--- src/sv/gdfs_ram.sv ---
`timescale 1ns / 1ps
`default_nettype none
// ---------------------------------------------------------------------------
// gdfs_ram
// Single-port synchronous RAM with a registered read.
// ---------------------------------------------------------------------------
module gdfs_ram #(
  parameter int Width = 8,
  parameter int Depth = 16
) (
  input  wire logic                     clk_i,
  input  wire logic                     we_i,
  input  wire logic [$clog2(Depth)-1:0] addr_i,
  input  wire logic [Width-1:0]         wdata_i,
  output logic      [Width-1:0]         rdata_o
);

  logic [Width-1:0] mem_q [Depth];

  // One access per cycle; read data shows in the cycle after the address.
  always_ff @(posedge clk_i) begin
    if (we_i) begin
      mem_q[addr_i] <= wdata_i;
    end
    rdata_o <= mem_q[addr_i];
  end

endmodule
`default_nettype wire

--- config.mk ---
export PLATFORM = sky130hd
export DESIGN_NAME = gdfs_ram
export DESIGN_NICKNAME = d
export VERILOG_FILES = /design/src/sv/gdfs_ram.sv
export SDC_FILE = /design/constraint.sdc
export NUM_CORES = 1
export LEC_CHECK = 0
export ABC_CLOCK_PERIOD_IN_PS = 2000
export BUFFER_PORTS_ARGS = -buffer_cell sky130_fd_sc_hd__buf_4
export CORE_UTILIZATION = 55
export CTS_BUF_LIST = sky130_fd_sc_hd__clkbuf_16
export DETAILED_ROUTE_END_ITERATION = 7
export PLACE_DENSITY = 0.72
export SETUP_SLACK_MARGIN = 0.15
export SYNTH_ARGS = -nofsm -noshare
export SYNTH_HDL_FRONTEND = slang
export SYNTH_SLANG_ARGS = --single-unit
--- constraint.sdc ---
create_clock -name clk_i -period 2 [get_ports clk_i]
set_clock_uncertainty 0.05 [all_clocks]
set_input_delay 0.2 -clock clk_i [delete_from_list [all_inputs] [get_ports clk_i]]
set_output_delay 0.2 -clock clk_i [all_outputs]
set_load 0.02 [all_outputs]
# [Word-level counts from Yosys, hierarchy flattened]
# Memory sizes are Yosys's and may differ from the RTL's. A register that Yosys moved wholly into a read port is not among the register bits.
# Index checks and enable logic that the tools add are counted.
[word_totals] register_bits=0 latchBits=0 ram_bits=128 mem_bits_ro=0 in_bits=14 output_inout_bits=8 wordCells=3 memories=1
[op_classes] addsub=0 n_mul=0 n_div=0 magnitude_cmp=0 n_eq_ne=0 shifts=0 muxes=2 bitwise=0 reduce_logical=0
[mem_list] memory="mem_q" words=16 width=8 rd=1 rd_ports_with_merged_regs=1 wr=1 line="18" rtl="logic [Width-1:0] mem_q [Depth];"
[op_table] operator="$mux W1" count=2

# [Depth between registers and ports, before layout]
# Gate-level depths: netlist (run 1).
[logic_depth] ltp_word=2 mapped_depth=5 mapped_depth_nobuf=3

# [Least setup slack after synthesis (run 1)]
# Ideal clock, no wire load.
[synth_timing] path_kind="input port to flip-flop" start="input addr_i[2]" end="memory mem_q[0][0] (enable)" setup_ns=0.383 arrival_ns=1.310 required_ns=1.567 path_slack_ns=0.257 path_stages=2 path_buffers=0 path_cell_list="or3b_2 -> nor3_1"
[synth_lines] item="from (decl)" line="13" rtl="input wire logic [$clog2(Depth)-1:0] addr_i,"
[synth_lines] item="to (decl)" line="18"
# Straight into the memory's write port.

==> results of run 1 <==
[worst max path at each step]
stage | to | slack (ns) | depth (start not counted)
detailed placement | rdata_o[1] | 0.22 | 5
global placement | rdata_o[1] | 0.22 | 5
floorplan | mem_q[0][0] | 0.26 | 2
CTS | rdata_o[7] | 0.56 | 3
finish | rdata_o[7] | 0.56 | 3
global route | rdata_o[6] | 0.50 | 3
[cells by family after synthesis]
logic type	after synthesis
buf+inv	11
flops	136
mux	32
simple gates	35
compound gates	16
[critical path, cell delays in order (launching register included)]
cell	delay (ns)
edfxtp_1	0.37
mux4_2	0.46
a22oi_1	0.33
nand2_1	0.10
[per-stage QoR]
step	power, W	cell area [µm²]	instances	hold slack (ns)	util, %
6_report	0.00676	6100	404	0.0482	69.3
3_3_place_gp	0.00360	5490	372	0.450	62.4
2_1_floorplan	0.00345	5070	230	0.249	-
3_5_place_dp	0.00361	5490	372	0.460	62.4
4_1_cts	0.00678	6100	404	0.0461	69.3
5_1_grt	0.00692	6100	404	0.0636	69.3
[layout make-up]
type	instances	area share, %
Clock buffer	17	6.97
Tap cell	108	2.21
Sequential cell	136	65.6
Timing Repair Buffer	45	5.74
Clock inverter	15	3.05
Multi-Input combinational cell	83	16.4
[state kept, by name (all words and copies together), names as in the netlist]
register,cells
mem_q,128
rdata_o,8
[power by group through the flow]
stage	clock, W	sequential, W	combinational [W]
6_report	0.00321	0.00321	0.000341
5_1_grt	0.00334	0.00321	0.000366
4_1_cts	0.00323	0.00321	0.000345
3_5_place_dp	0	0.00326	0.000341
3_3_place_gp	0	0.00326	0.000335
2_1_floorplan	0	0.00328	0.000164
[layout by cell type, fill, tap and decap left out]
| master | instances |
|---|---|
| clkbuf_16 | 17 |
| buf_12 | 1 |
| mux4_2 | 32 |
| nand3_1 | 1 |
| clkinv_4 | 2 |
| or3b_2 | 1 |
| nand2b_1 | 2 |
| a22oi_1 | 16 |
| clkinvlp_4 | 2 |
| nor3_1 | 4 |
| dfxtp_1 | 8 |
| clkinv_1 | 2 |
| nor2_1 | 13 |
| and2_1 | 1 |
| nand3b_1 | 2 |
| bufinv_16 | 4 |
| inv_6 | 1 |
| inv_1 | 2 |
| nor2b_1 | 2 |
| buf_4 | 44 |
| clkinv_2 | 2 |
| nand2_1 | 9 |
| edfxtp_1 | 128 |
[per-layer routing]
| metal | vias to the layer above | GRT usage, % |
|---|---|---|
| li1 | 1072 | - |
| met1 | 1278 | 31.0 |
| met2 | 88 | 36.0 |
| met3 | 23 | 5.15 |
| met4 | 0 | 14.1 |
| met5 | - | 0 |
==> flow_metrics.tcl, run 1 <==
set metrics [dict create \
    holdBufCountCts 0 \
    powerDensity_mw_per_mm2 1110 \
    hold_start "wdata_i[5]" \
    drv_slew 0 \
    setup_slack_ns 0.564 \
    min_to "mem_q[2][5]" \
    synthAdderAreaFrac_pct 0 \
    synth_top_area_share_pct 75.9 \
    synth_seq_area_share_pct 79.0 \
    tns_ns 0 \
    setup_viol 0 \
    routed_wl_um 9920 \
    synth_xor_area_share_pct 0 \
    synth_edf_count 128 \
    rows 34 \
    wl_per_cell_um 24.6 \
    n_antenna_cell 0 \
    path_class "flip-flop to flip-flop" \
    whs_path_depth 1 \
    switchingPower_w 0.00135 \
    nNetsFinal 297 \
    ant_nets 0 \
    die-width_um 98.0 \
    drive_above_1_share_pct 35.8 \
    status "finished, violations left" \
    multi_input_area_mm2 0.00100 \
    vias_per_cell 6.09 \
    vias 2461 \
    reg2reg_depth 3 \
    post_cts_buffers 0 \
    crit_path_start_kind "flip-flop" \
    slew_headroom_pct 49.2 \
    fin_crit_sh_pct 71.8 \
    crit_required_ns 2.24 \
    synth_largest_area_cell "edfxtp_1" \
    nFillCells 526 \
    core_area_mm2 0.00881 \
    yosys-top-cells-count "128 x edfxtp_1, 32 x mux4_2, 16 x a22oi_1" \
    min-delay-path-class "input port to flip-flop" \
    syn_area_mm2 0.00507 \
    clock_latency_ns 0.41 \
    synth_compound_area_share_pct 2.37 \
    h-tree-depth 4 \
    cp.arrival_ns 1.67 \
    synth_cells 230 \
    internal-power_w 0.00541 \
    leakagePower_nw 2.06 \
    layout_min_cycle_time_ns 1.44 \
    clkPwrFrac_pct 47.5 \
    cts_buffers 17 \
    swShare_pct 20.0 \
    drtPass1Iterations 8 \
    cp-startpoint "mem_q[0][7]" \
    synth-simple-area-share_pct 3.21 \
    synth_nets 244 \
    synth_ff_type "edfxtp_1" \
    yosysMostFrequentCell "edfxtp_1" \
    first_iter_violations 161 \
    grt_usage_pct 23.3 \
    grt_pass1_wl_um 15400 \
    dp_slack_ns 0.224 \
    wl_met1_um 4120 \
    areaGrowthSynthToFinish_pct 20.5 \
    initial_core_util_pct 57.5 \
    met3_length_um 519 \
    rsz0062_at_grt "false" \
    met2WireLength_um 5010 \
    antenna_found_initial 0 \
    grt_pass1_vias 2599 \
    p_comb_share_pct 5.1 \
    cts_buffer_depth 2 \
    drc_errors 2 \
    seqPwrFrac_pct 47.5 \
    ys_warn_count 0 \
    synth_async_sr_flop_share_pct 0 \
    ys_ff_latch 136 \
    regArea_mm2 0.00400 \
    grt_start_max_net_pins 21 \
    avgSynthCellArea_um2 22.0 \
    gp_congestion 0.793 \
    endpoint_kind "flip-flop" \
    ff2ff_setup_slack_ns 0.56 \
    overflow 0 \
    cp_max_fo 1 \
    port_buffers 21 \
    vdd_ir_drop_max_uv 675 \
    synthMuxAreaShare_pct 14.2 \
    netlist-cell-type-count 18 \
    fmax_ghz 0.696 \
    synth_top_family_by_area "multiplexers" \
    highest_layer "met4" \
    final-hold-violation-count 0 \
    timing.rr.start "mem_q[0][7]" \
    dp_hpwl_um 5890 \
    io_pins 22 \
    ctsResizeCount 0 \
    die_h_um 98.0 \
    r2r-end "rdata_o[7]" \
    synth.area.top_cells "edfxtp_1 76%, mux4_2 14%, dfxtp_1 3.2%" \
    cts.clk_slew.worst_paths_ns 0.06 \
    cts_tree "yes" \
    cts-root-buf "clkbuf_16" \
    tightest_slew_ns 0.760 \
    drv_cap 0 \
    violations "design-rule violations" \
    die-area_mm2 0.00960 \
    clock-sinks 136 \
]
No activity file was read; power rests on OpenSTA's default activity.
==> run 2, diff against run 1 <==
- ABC_AREA: unset -> 1
- ABC_CLOCK_PERIOD_IN_PS: 2000 -> 1350
- clock period: 2 -> 1.35 ns (I/O delays scaled with it)
==> run 2 against run 1 <==
The flow now finishes without violations. Sequential share of layout area decreased by 6.0 points. Register-to-register slack got worse by 0.31 ns. Wire length increased by 22%. Clock-buffer cell count unchanged. Global-route usage increased by 2.8 points. Largest cell class unchanged. Critical path type is now flip-flop to output pin. Sequential power increased by 48%.
==> flow_metrics.tcl, run 2 <==
set metrics [dict create \
    status "complete, no violations" \
    fin_crit_sh_pct 82.8 \
    leakagePower_nw 2.81 \
    port_buffers 21 \
    holdBufCountCts 0 \
    synth_async_sr_flop_share_pct 0 \
    grt_pass1_vias 3633 \
    ant_nets 0 \
    die_h_um 103 \
    r2r-end "rdata_o[7]" \
    vias_per_cell 5.05 \
    endpoint_kind "output pin" \
    slowest_delay_ns 0.37 \
    nNetsFinal 594 \
    first_iter_violations 294 \
    routed_wl_um 12100 \
    drtPass1Iterations 4 \
    finish.utilization_pct 68.4 \
    crit_family "flip-flops" \
    wl_met1_um 5340 \
    whs_path_depth 1 \
    internal-power_w 0.00781 \
    n_antenna_cell 0 \
    synth_seq_area_share_pct 71.6 \
    cts.clk_slew.worst_paths_ns 0.06 \
    cts_tree "yes" \
    dp_hpwl_um 7510 \
    largest_reg_flops 128 \
    final-hold-violation-count 0 \
    clkPwrFrac_pct 45.5 \
    mostFrequentLayoutCell "nand2_1" \
    initial_core_util_pct 57.0 \
    dp_slack_ns -0.00828 \
    cts_buffer_depth 2 \
    rsz0062_at_grt "false" \
    cp.arrival_ns 0.93 \
    crit_chain "buf_4" \
    cts_buffers 17 \
    clock-sinks 136 \
    drv_cap 0 \
    fin_total_pwr_w 0.0100 \
    syn_area_mm2 0.00559 \
    synth_top_area_share_pct 68.7 \
    ys_warn_count 0 \
    powerDensity_mw_per_mm2 1490 \
    synth_edf_count 128 \
    crit_path_start_kind "flip-flop" \
    die-width_um 103 \
    cp_max_fo 1 \
    path_class "flip-flop to output pin" \
    post_cts_buffers 0 \
    reg2reg_depth 8 \
    seqPwrFrac_pct 47.5 \
    ctsResizeCount 0 \
    setup_viol 0 \
    synth_cells 548 \
    met2WireLength_um 5710 \
    cp_num_buf_inv 1 \
    fmax_ghz 0.895 \
    place_area_mm2 0.00613 \
    grt_start_max_net_pins 36 \
    reg.largest.list "mem_q: 128 flops, rdata_o: 8 flops" \
    gp_congestion 0.861 \
    rows 36 \
    highest_layer "met4" \
    die-area_mm2 0.0106 \
    nFillCells 725 \
    ys_ff_latch 136 \
    yosysMostFrequentCell "nand2_1" \
    synth_largest_area_cell "edfxtp_1" \
    p_comb_share_pct 7.0 \
    grt_usage_pct 26.2 \
    drive_above_1_share_pct 15.2 \
    wl_per_cell_um 16.7 \
    grt_pass1_wl_um 19400 \
    cp_slowest_cell "dfxtp_1" \
    io_pins 22 \
    vdd_ir_drop_max_uv 1100 \
    avgSynthCellArea_um2 10.2 \
    crit_required_ns 1.16 \
    slew_headroom_pct 73.6 \
    clock_latency_ns 0.41 \
    setup_slack_ns 0.233 \
    tightest_slew_ns 0.395 \
    swShare_pct 21.9 \
    switchingPower_w 0.00219 \
    synth_nets 562 \
    vias 3662 \
    min_to "mem_q[9][1]" \
    final_cell_mix "343 x nand2_1, 128 x edfxtp_1, 30 x buf_4" \
    layout_min_cycle_time_ns 1.12 \
    ff2ff_setup_slack_ns 0.25 \
    netlist-cell-type-count 11 \
    drv_slew 0 \
    min-delay-path-class "input port to flip-flop" \
    largest_register "mem_q" \
    met3_length_um 814 \
    drc_errors 0 \
    areaGrowthSynthToFinish_pct 20.2 \
    core_area_mm2 0.00982 \
    synth_ff_type "edfxtp_1" \
    fin_area_mm2 0.00672 \
    synth.area.top_cells "edfxtp_1 69%, nand2_1 23%, dfxtp_1 2.9%" \
    cts-root-buf "clkbuf_16" \
    antenna_found_initial 0 \
    yosys-top-cells-count "346 x nand2_1, 128 x edfxtp_1, 21 x inv_1" \
    overflow 0 \
    h-tree-depth 4 \
    timing.rr.start "mem_q[13][7]" \
    hold_start "wdata_i[1]" \
]
[run 2: cell types whose count changed after synthesis, sizes merged]
cell and delta:
a22oi -16, and2 -1, buf +10, clkinv +1
inv +22, mux4 -32, nand2 +337, nand2b -2
nand3 +3, nand3b -2, nor2 +5, nor2b -2
nor3 -4, or3b -1
[run 2: per-layer routing]
metal	up-vias	track usage [%]
li1	1822	-
met1	1699	36.9
met2	124	39.8
met3	17	5.76
met4	0	10.9
met5	-	0
[run 2: metrics by stage]
stage                     hold slack (ns)  std cells  TNS [ns]
after global routing               0.0168        725         0
after detailed placement            0.437        694  -0.00828
after CTS                         0.00276        725         0
after global placement              0.431        694         0
final                              0.0203        725         0
after floorplan                     0.184        548         0
[run 2: how the worst max path moves through the flow]
stage / start / end / slack (ns) / cells past startpoint
floorplan: addr_i[0] / mem_q[0][0] / 0.15 / 5
global placement: addr_i[0] / rdata_o[7] / 0.03 / 11
detailed placement: addr_i[0] / rdata_o[7] / -0.008 / 11
CTS: rdata_o[6] / rdata_o[6] / 0.21 / 1
global route: mem_q[9][7] / rdata_o[7] / 0.17 / 8
finish: rdata_o[6] / rdata_o[6] / 0.23 / 1
[run 2: cell families after synthesis]
family,share of synthesized area [%]
buffers and inverters,3.62
DFF,71.6
and+or+nand+nor,24.8
[run 2: worst register-to-register path: cells and delay by family (launching register included)]
kind	cells	cell delay (ns)
buf+inv	1	0.05
flops	1	0.36
simple gates	7	0.53
[run 2: power groups by stage]
stage	Sequential, W	Combinational, W	Clock, W
floorplan	0.00487	0.000373	0
global placement	0.00484	0.000675	0
detailed placement	0.00484	0.000690	0
CTS	0.00475	0.000697	0.00458
global route	0.00476	0.000775	0.00473
finish	0.00475	0.000700	0.00455
[run 2: final cells by class]
type	instances	area, µm²	area share [%]
sequential	136	4000	59.6
multi-input combinational	368	1570	23.3
clock buffer	17	425	6.33
timing repair buffer	34	305	4.54
tap	133	166	2.48
clock inverter	14	159	2.36
inverter	23	91.3	1.36
==> run 3, diff against run 2 <==
- ABC_CLOCK_PERIOD_IN_PS: 1350 -> 950
- PLACE_DENSITY: 0.72 -> 0.75
- clock period: 1.35 -> 0.95 ns (I/O delays scaled with it)
==> run 3 against run 2 <==
The flow now finishes with violations (negative setup slack). Non-clock buffer count grew 5. Total power rose by 43%. Clock-buffer cell count unchanged. Die area unchanged. Worst setup slack worse by 0.32 ns. Clock power rose by 42%. Critical path type is now flip-flop to flip-flop. Largest cell class unchanged.
==> flow_metrics.tcl, run 3 (synthesized netlist as in run 2, its figures left out) <==
set metrics [dict create \
    io_pins 22 \
    setup_viol 16 \
    core_area_mm2 0.00982 \
    fin_crit_sh_pct 109 \
    status "finished, violations left" \
    layout_min_cycle_time_ns 1.04 \
    n_antenna_cell 0 \
    cp.arrival_ns 1.29 \
    grt_start_max_net_pins 36 \
    crit_required_ns 1.20 \
    drtPass1Iterations 5 \
    wl_per_cell_um 17.2 \
    mostFrequentLayoutCell "nand2_1" \
    cts-root-buf "clkbuf_16" \
    first_iter_violations 198 \
    areaGrowthSynthToFinish_pct 23.2 \
    vias 3795 \
    initial_core_util_pct 57.0 \
    powerDensity_mw_per_mm2 2080 \
    cts_buffers 17 \
    largest_reg_flops 128 \
    antenna_found_initial 0 \
    timing.hold.ws_ns 0.0220 \
    clock-sinks 136 \
    drv_cap 0 \
    crit_path_start_kind "flip-flop" \
    vdd_ir_drop_max_uv 1420 \
    whs_path_depth 1 \
    fmax_ghz 0.962 \
    violations "negative setup slack" \
    grt_usage_pct 26.3 \
    tns_ns -0.858 \
    die-width_um 103 \
    drive_above_1_share_pct 19.0 \
    largest_register "mem_q" \
    min-delay-path-class "input port to flip-flop" \
    die-area_mm2 0.0106 \
    final_cell_mix "337 x nand2_1, 128 x edfxtp_1, 20 x buf_4" \
    endpoint_kind "flip-flop" \
    setup_slack_ns -0.0896 \
    drc_errors 0 \
    die_h_um 103 \
    dp_hpwl_um 7910 \
    ant_nets 0 \
    overflow 0 \
    cts.clk_slew.worst_paths_ns 0.06 \
    port_buffers 21 \
    cts_tree "yes" \
    leakagePower_nw 2.88 \
    slew_headroom_pct 80.8 \
    reg2reg_depth 8 \
    vias_per_cell 5.18 \
    nNetsFinal 600 \
    clock_latency_ns 0.41 \
    path_class "flip-flop to flip-flop" \
    rsz0062_at_grt "true" \
    placed_cells 694 \
    gp_congestion 0.922 \
    grt_pass1_wl_um 19300 \
    drv_slew 0 \
    cts_buffer_depth 2 \
    rows 36 \
    tightest_slew_ns 0.288 \
    layoutNonFillerInstCount 732 \
    fin_total_pwr_w 0.0143 \
    h-tree-depth 4 \
    final-hold-violation-count 0 \
    cp_max_fo 1 \
    grt_pass1_vias 3733 \
    routed_wl_um 12600 \
    reg.largest.list "mem_q: 128 flops, rdata_o: 8 flops" \
]
run 3: cell count changes in the layout (fill, tap and decap cells not counted), sizes merged:
cell,change
buf,+1
clkinv,+3
dlygate4sd3,+4
clkinvlp,-2
inv,+1
run 3: path summary, 6_finish.rpt:
kind	to	slack (ns)	start
setup / recovery	rdata_o[7]	-0.09	mem_q[0][7]
hold / removal	mem_q[11][1]	0.02	wdata_i[1]
setup reg to reg	rdata_o[7]	-0.09	mem_q[0][7]
hold reg to reg	rdata_o[6]	0.66	mem_q[8][6]
run 3: routing by layer:
metal | vias to the layer above | wire (µm) | global-route usage (%)
li1 | 1833 | - | -
met1 | 1822 | 5380 | 33.5
met2 | 116 | 6310 | 43.7
met3 | 24 | 567 | 5.42
met4 | 0 | 306 | 11.7
met5 | - | 0 | 0
run 3: metrics by stage:
stage	setup WS [ns]	util [%]	cell area (µm²)
floorplan	-0.145	-	5890
detailed placement	-0.282	62.9	6180
global placement	-0.274	62.9	6180
global route	-0.188	70.2	6890
CTS	-0.0921	69.7	6850
finish	-0.0896	70.2	6890
run 3: worst max-delay path, stage by stage, from the launching register on:
cell	delay [ns]
edfxtp_1	0.38
nand2_1	0.08
nand2_1	0.06
nand2_1	0.06
nand2_1	0.06
nand2_1	0.08
nand2_2	0.07
inv_1	0.05
nand2_1	0.05
run 3: layout make-up:
type | count | area (µm²)
Multi-Input combinational cell | 368 | 1590
Fill cell | 742 | 2930
Tap cell | 133 | 166
Sequential cell | 136 | 4010
Inverter | 23 | 111
Clock inverter | 15 | 163
Timing Repair inverter | 1 | 8.76
Clock buffer | 17 | 425
Timing Repair Buffer | 39 | 412
run 3: timing repair:
action | in CTS | in global routing
setup endpoints to repair | 30 | 77
endpoints found under the hold margin | 45 | 0
setup buffers | 0 | 1
pin swaps | 31 | 35
gates resized for setup | 18 | 12
cloned | 0 | 1
hold buffers | 4 | 0
run 3: where the power goes:
group	internal (W)	switching [W]	total, W
Clock	0.00408	0.00239	0.00648
Combinational	0.000365	0.000714	0.00108
Sequential	0.00672	0.0000543	0.00677
Total	0.0112	0.00316	0.0143
